--- src/hw/rtl/pmt_pkg.sv ---
`timescale 1ns / 1ps
`default_nettype none

package pmt_pkg;

    localparam int MAX_SOURCES     = 4;
    localparam int DEF_NUM_SOURCES = 4;

    localparam int SRC_W      = 2;
    localparam int OWNER_W    = 3;
    localparam int PRIO_W     = 8;
    localparam int TIMEOUT_W  = 16;
    localparam int PAYLOAD_W  = 64;
    localparam int CFG_ADDR_W = 3;
    localparam int CFG_DATA_W = 16;

    // slave tdata: source, payload; master tdata: payload_out, owner_changed, owner
    localparam int S_TDATA_W = 72;
    localparam int M_TDATA_W = 72;

    localparam logic [TIMEOUT_W-1:0] TIMEOUT_RESET = 16'd1000;
    localparam logic [OWNER_W-1:0]   VACANT_CODE   = 3'd4;

    localparam logic CMD_COMMAND = 1'b0;
    localparam logic CMD_TICK    = 1'b1;

    typedef enum logic [CFG_ADDR_W-1:0] {
        REG_PRIORITY0 = 3'd0,
        REG_PRIORITY1 = 3'd1,
        REG_PRIORITY2 = 3'd2,
        REG_PRIORITY3 = 3'd3,
        REG_TIMEOUT0  = 3'd4,
        REG_TIMEOUT1  = 3'd5,
        REG_TIMEOUT2  = 3'd6,
        REG_TIMEOUT3  = 3'd7
    } cfg_reg_e;

    typedef struct packed {
        logic                 forward;
        logic [PAYLOAD_W-1:0] payload_out;
        logic                 owner_changed;
        logic [OWNER_W-1:0]   owner;
    } pmt_result_t;

endpackage

`default_nettype wire

--- src/hw/rtl/priority_mux_with_timeouts_top.sv ---
// channel   direction  tdata (low bit up)                             tuser
// s_axis    in         source[1:0], payload[65:2], zero pad to 72     cmd (0 command, 1 tick)
// m_axis    out        payload_out[63:0], owner_changed[64],          forward
//                      owner[67:65], zero pad to 72
// cfg       in         cfg_we, cfg_addr (register index), cfg_wdata   -
//
// one transfer per cycle each way unless stalled; results show the cycle after their input
// owner and timer state update at the input transfer, a single output register holds results
// s_axis_tready stays high while the output register is empty or being drained
// reset: owner vacant, all timers stopped, priorities 0, timeouts 1000
`timescale 1ns / 1ps
`default_nettype none

module priority_mux_with_timeouts_top
    import pmt_pkg::*;
#(
    parameter int NUM_SOURCES = DEF_NUM_SOURCES
)
(
    input  wire logic                  clk,
    input  wire logic                  rst_n,

    input  wire logic                  cfg_we,
    input  wire logic [CFG_ADDR_W-1:0] cfg_addr,
    input  wire logic [CFG_DATA_W-1:0] cfg_wdata,

    input  wire logic                  s_axis_tvalid,
    output      logic                  s_axis_tready,
    input  wire logic [S_TDATA_W-1:0]  s_axis_tdata,  // source, payload
    input  wire logic                  s_axis_tuser,  // cmd

    output      logic                  m_axis_tvalid,
    input  wire logic                  m_axis_tready,
    output      logic [M_TDATA_W-1:0]  m_axis_tdata,  // payload_out, owner_changed, owner
    output      logic                  m_axis_tuser   // forward
);

    logic        accept;
    pmt_result_t result;
    logic        out_valid_reg;
    pmt_result_t out_data_reg;

    assign s_axis_tready = !out_valid_reg || m_axis_tready;
    assign accept        = s_axis_tvalid && s_axis_tready;

    pmt_core #(
        .NUM_SOURCES (NUM_SOURCES)
    ) u_core (
        .clk       (clk),
        .rst_n     (rst_n),
        .cfg_we    (cfg_we),
        .cfg_addr  (cfg_addr),
        .cfg_wdata (cfg_wdata),
        .accept    (accept),
        .cmd       (s_axis_tuser),
        .source    (s_axis_tdata[SRC_W-1:0]),
        .payload   (s_axis_tdata[SRC_W +: PAYLOAD_W]),
        .result    (result)
    );

    always_ff @(posedge clk or negedge rst_n)
    begin
        if (!rst_n)
        begin
            out_valid_reg <= 1'b0;
        end
        else if (s_axis_tready)
        begin
            out_valid_reg <= s_axis_tvalid;
        end
    end

    always_ff @(posedge clk)
    begin
        if (accept)
        begin
            out_data_reg <= result;
        end
    end

    assign m_axis_tvalid = out_valid_reg;
    assign m_axis_tuser  = out_data_reg.forward;
    assign m_axis_tdata  = {(M_TDATA_W - PAYLOAD_W - 1 - OWNER_W)'(0),
                            out_data_reg.owner,
                            out_data_reg.owner_changed,
                            out_data_reg.payload_out};

endmodule

`default_nettype wire

--- src/hw/rtl/pmt_core.sv ---
`timescale 1ns / 1ps
`default_nettype none

module pmt_core
    import pmt_pkg::*;
#(
    parameter int NUM_SOURCES = DEF_NUM_SOURCES
)
(
    input  wire logic                  clk,
    input  wire logic                  rst_n,
    input  wire logic                  cfg_we,
    input  wire logic [CFG_ADDR_W-1:0] cfg_addr,
    input  wire logic [CFG_DATA_W-1:0] cfg_wdata,
    input  wire logic                  accept,
    input  wire logic                  cmd,
    input  wire logic [SRC_W-1:0]      source,
    input  wire logic [PAYLOAD_W-1:0]  payload,
    output pmt_result_t                result
);

    logic [PRIO_W-1:0]    prio_reg    [NUM_SOURCES];
    logic [TIMEOUT_W-1:0] timeout_reg [NUM_SOURCES];
    logic [TIMEOUT_W-1:0] cnt_reg     [NUM_SOURCES];
    logic [TIMEOUT_W-1:0] cnt_next    [NUM_SOURCES];
    logic [OWNER_W-1:0]   owner_reg;
    logic [OWNER_W-1:0]   owner_next;

    logic [OWNER_W-1:0]   src_code;
    logic                 src_ok;
    logic [PRIO_W-1:0]    owner_prio;
    logic [PRIO_W-1:0]    src_prio;
    logic                 take;

    assign src_code = {1'b0, source};
    assign src_ok   = src_code < OWNER_W'(NUM_SOURCES);

    always_comb
    begin
        owner_prio = '0;
        src_prio   = '0;
        for (int i = 0; i < NUM_SOURCES; i++)
        begin
            if (owner_reg == OWNER_W'(i))
            begin
                owner_prio = prio_reg[i];
            end
            if (src_code == OWNER_W'(i))
            begin
                src_prio = prio_reg[i];
            end
        end
        take = (owner_reg >= VACANT_CODE) || (owner_reg == src_code) ||
               (src_prio > owner_prio);
    end

    always_comb
    begin
        owner_next = owner_reg;
        result     = '0;
        for (int i = 0; i < NUM_SOURCES; i++)
        begin
            cnt_next[i] = cnt_reg[i];
        end

        if (cmd == CMD_COMMAND)
        begin
            if (src_ok)
            begin
                for (int i = 0; i < NUM_SOURCES; i++)
                begin
                    if (src_code == OWNER_W'(i))
                    begin
                        // a zero timeout still runs for one tick
                        cnt_next[i] = (timeout_reg[i] == '0) ? TIMEOUT_W'(1) : timeout_reg[i];
                    end
                end
                if (take)
                begin
                    result.forward     = 1'b1;
                    result.payload_out = payload;
                    if (owner_reg != src_code)
                    begin
                        owner_next           = src_code;
                        result.owner_changed = 1'b1;
                    end
                end
            end
        end
        else
        begin
            for (int i = 0; i < NUM_SOURCES; i++)
            begin
                if (cnt_reg[i] != '0)
                begin
                    cnt_next[i] = cnt_reg[i] - TIMEOUT_W'(1);
                    if ((cnt_reg[i] == TIMEOUT_W'(1)) && (owner_reg == OWNER_W'(i)))
                    begin
                        owner_next           = VACANT_CODE;
                        result.owner_changed = 1'b1;
                    end
                end
            end
        end
        result.owner = owner_next;
    end

    always_ff @(posedge clk or negedge rst_n)
    begin
        if (!rst_n)
        begin
            owner_reg <= VACANT_CODE;
            for (int i = 0; i < NUM_SOURCES; i++)
            begin
                cnt_reg[i]     <= '0;
                prio_reg[i]    <= '0;
                timeout_reg[i] <= TIMEOUT_RESET;
            end
        end
        else
        begin
            if (accept)
            begin
                owner_reg <= owner_next;
                for (int i = 0; i < NUM_SOURCES; i++)
                begin
                    cnt_reg[i] <= cnt_next[i];
                end
            end
            if (cfg_we)
            begin
                for (int i = 0; i < NUM_SOURCES; i++)
                begin
                    if (cfg_addr == CFG_ADDR_W'(REG_PRIORITY0 + i))
                    begin
                        prio_reg[i] <= cfg_wdata[PRIO_W-1:0];
                    end
                    if (cfg_addr == CFG_ADDR_W'(REG_TIMEOUT0 + i))
                    begin
                        timeout_reg[i] <= cfg_wdata;
                    end
                end
            end
        end
    end

endmodule

`default_nettype wire

--- config.mk ---
export PLATFORM = sky130hd
export DESIGN_NAME = priority_mux_with_timeouts_top
export DESIGN_NICKNAME = d
export VERILOG_FILES = /design/src/hw/rtl/pmt_pkg.sv /design/src/hw/rtl/priority_mux_with_timeouts_top.sv /design/src/hw/rtl/pmt_core.sv
export SDC_FILE = /design/constraint.sdc
export NUM_CORES = 1
export LEC_CHECK = 0
export BUFFER_PORTS_ARGS = -buffer_cell sky130_fd_sc_hd__buf_2
export CORE_MARGIN = 2
export CORE_UTILIZATION = 45
export CTS_CLUSTER_SIZE = 10
export DETAILED_ROUTE_END_ITERATION = 10
export GPL_TIMING_DRIVEN = 0
export MAX_ROUTING_LAYER = met4
export PLACE_DENSITY = 0.65
export SETUP_SLACK_MARGIN = 0.3
export SKIP_LAST_GASP = 1
export SLEW_MARGIN = 5
export SYNTH_ARGS = -nofsm -noshare
export SYNTH_HDL_FRONTEND = slang
export SYNTH_HIERARCHICAL = 1
export SYNTH_SLANG_ARGS = --single-unit
export TNS_END_PERCENT = 1
--- constraint.sdc ---
create_clock -name clk -period 4.47 [get_ports clk]
set_input_delay 0 -clock clk [delete_from_list [all_inputs] [get_ports clk]]
set_output_delay 0 -clock clk [all_outputs]
set_load 0.02 [all_outputs]
==> impl_metrics.json <==
{
  "cts_buffers": 28,
  "netlist-cell-type-count": 75,
  "path_clk_slew_ns": 0.06,
  "rsz0062_at_grt": "false",
  "rrSetupSlack_ns": 0.58,
  "r2r_end": "m_axis_tdata[65]",
  "h-tree-depth": 1,
  "cp.required_ns": 4.74,
  "post-place-ws_ns": -0.2903,
  "synth_ff_type": "dfrtp_1",
  "syn_to_final_growth_pct": 26.23,
  "drt_iter0_markers": 825,
  "viasPerCell": 5.682,
  "finalPower_mw": 6.725,
  "crit_type": "flop to flop",
  "critical_path.top_delay_family": "buffers and inverters",
  "synthesis.area_um2": 11330,
  "cts_max_path_buffers": 3,
  "crit_top_cell": "nor2_1",
  "r2r_start": "u_core/owner_reg[0]",
  "dr.pass1.iters": 7,
  "final_common_cell": "buf_2",
  "drc": 0,
  "ys_seq_area_share_pct": 54.78,
  "maxCapViolCount": 0,
  "ir_drop_mv": 0.2397,
  "globalplace.congestion": 0.8563,
  "ff2ff_path_depth": 12,
  "crit_chain": "clkbuf_1 -> buf_2 -> mux4_2 -> nor2b_1 -> ha_1 -> nand4_1 -> nor2_1 -> a21o_1 -> a31oi_4 -> buf_1 -> mux2i_1 -> nor2_1",
  "cpPeakStageDelay_ns": 0.56,
  "grt_start_max_net_pins": 110,
  "min_to": "m_axis_tdata[66]",
  "fin_hold_ws_ns": 0.07728,
  "min_path_cells": 3,
  "clock-root-buffer": "clkbuf_16",
  "start_kind": "flop",
  "drtAntennaViolNets": 0,
  "max_slew_margin_pct": 17.93,
  "syn_inst": 957,
  "slowest_stage": "mux4_2",
  "ys_warn_count": 6,
  "io-pin-count": 172,
  "synth-edff-count": 69,
  "via_count": 9001,
  "worstHoldPathType": "input pin to flop",
  "cts_num_sinks": 233,
  "syn_avg_cell_area_um2": 11.84,
  "die_h_um": 162.7,
  "final_cell_mix": "160 x buf_2, 139 x dfrtp_1, 94 x mux2_2",
  "antenna_found_initial": 0,
  "period_share_pct": 86.98,
  "die_area_um2": 26460,
  "routed_wl_mm": 32.19,
  "cts_tree": "built",
  "crit_fanout": 10,
  "wl_per_cell_um": 20.32,
  "period_minus_slack_ns": 3.888,
  "portBuffers": 155,
  "critPathCaptureType": "flop",
  "tightest_slew_ns": 1.228,
  "fmax_mhz": 257.2,
  "finalHoldViolations": 0,
  "drive_above_1_share_pct": 28.17,
  "min_from": "s_axis_tuser",
  "grt_pass1_wl_mm": 49.05,
  "cp_data_arrival_time_ns": 4.16,
  "power-per-cell-area_nw_per_um2": 470.2,
  "start_util_pct": 45.39,
  "p_leak_nw": 5.741,
  "path_depth": 12,
  "track_usage_pct": 24.53,
  "final_nets": 1346,
  "ys_seq_elements": 233,
  "design.core.area_um2": 24960,
  "rows": 58,
  "clock_latency_ns": 0.54,
  "ys_async_sr_fraction_pct": 70.39,
  "utilization_pct": 57.29,
  "grt_pass1_vias": 8861,
  "chipWidth_um": 162.7,
  "setup-tns-final_ns": 0,
  "finalSetupViolCount": 0,
  "hpwl_mm": 20.94,
  "critPathBufInv": 3,
  "largest_reg_flops": 68,
  "fin_skew_ns": 0.01991,
  "maxSlewViolCount": 0,
  "grt_overflow": 0,
  "outcome": "complete, no violations",
  "finalWorstSetupSlack_ns": 0.5820
}
Yosys cell counts, types with 4 or more instances:
library cell	n	area, µm²
dfrtp_1	139	3478
mux2_2	94	1059
edfxtp_1	69	2072
and2_1	65	406.6
o21ai_0	49	245.2
nand2_1	46	172.7
a21oi_1	45	225.2
clkbuf_1	40	150.1
nor2_1	36	135.1
nor3_1	31	155.2
dfstp_2	25	656.9
nor4_1	25	156.4
nand3_1	22	110.1
inv_1	21	78.83
o22ai_1	20	125.1
ha_1	17	212.7
mux4_2	16	360.4
nand2b_1	16	100.1
a22oi_1	15	112.6
or3_1	14	87.58
or4_1	11	82.58
nand4_1	10	62.56
nor3b_1	8	60.06
a221o_1	7	70.07
a31oi_1	7	43.79
mux2i_1	7	70.07
buf_4	6	45.04
a21o_1	5	37.54
buf_2	5	25.02
a222oi_1	4	40.04
and3_1	4	25.02
nor2b_1	4	25.02
o21a_1	4	30.03
o21ai_1	4	20.02
o31ai_1	4	30.03
how the worst max path moves through the flow:
| stage | startpoint | to | slack [ns] |
|---|---|---|---|
| 3_3_place_gp | u_core/owner_reg[0] | m_axis_tdata[65] | -0.09 |
| 3_5_place_dp | u_core/owner_reg[0] | m_axis_tdata[65] | -0.29 |
| 4_1_cts | u_core/owner_reg[0] | m_axis_tdata[65] | 0.41 |
| 5_1_grt | u_core/owner_reg[0] | m_axis_tdata[65] | 0.34 |
| 2_1_floorplan | u_core/owner_reg[0] | m_axis_tdata[65] | 1.04 |
| 6_report | u_core/owner_reg[0] | m_axis_tdata[65] | 0.58 |
stage by stage:
step / instances / cell area (µm²)
final: 1584 / 14300
after global routing: 1583 / 14300
after CTS: 1583 / 14300
after detailed placement: 1446 / 12580
after global placement: 1445 / 12530
after floorplan: 960 / 11340
cells by family after synthesis:
group / after synthesis / share of synthesized area [%]
AO/OA/AOI/OAI: 199 / 11.51
XOR/XNOR: 2 / 0.1546
adder cells (fa/ha/maj): 17 / 1.877
buffers and inverters: 76 / 2.838
flip-flops: 233 / 54.78
multiplexers: 117 / 13.14
other: 1 / 0.03310
AND/OR/NAND/NOR: 312 / 15.67
tightest hold or removal path, cell delays in order:
cell,delay [ns]
clkbuf_1,0.18
and2_1,0.23
nor2_1,0.09
report_power, final:
| part | leakage, nW | switching [mW] | internal (mW) |
|---|---|---|---|
| Combinational | 2.77 | 0.817 | 0.762 |
| Sequential | 2.57 | 0.381 | 2.68 |
| Clock | 0.401 | 0.853 | 1.23 |
| Total | 5.74 | 2.05 | 4.67 |
repair_timing:
item / 4_1_cts / 5_1_grt
gates resized for setup: 4 / 3
setup endpoints to repair: 70 / 2
buffers inserted: 0 / 0
cloned: 0 / 0
endpoints found under the hold margin: 306 / 0
hold buffers: 86 / 0
layout make-up:
class                           count  area [µm²]
Buffer                             55       244.0
Sequential cell                   233        6207
Tap cell                          330       412.9
Inverter                           21       78.83
Clock buffer                       49       820.8
Multi-Input combinational cell    651        4848
Fill cell                        2081       10660
Clock inverter                      2       13.76
Timing Repair Buffer              242        1674
Antenna cell                        1       2.502
per-layer routing:
metal / up-vias / share of wire [%] / GRT usage (%)
li1: 4173 / - / -
met1: 4431 / 42 / 31.01
met2: 326 / 49 / 40.83
met4: 0 / 3.0 / 8.045
met3: 71 / 5.7 / 3.591
met5: - / 0 / -
Power figures use the tool's default switching activity.
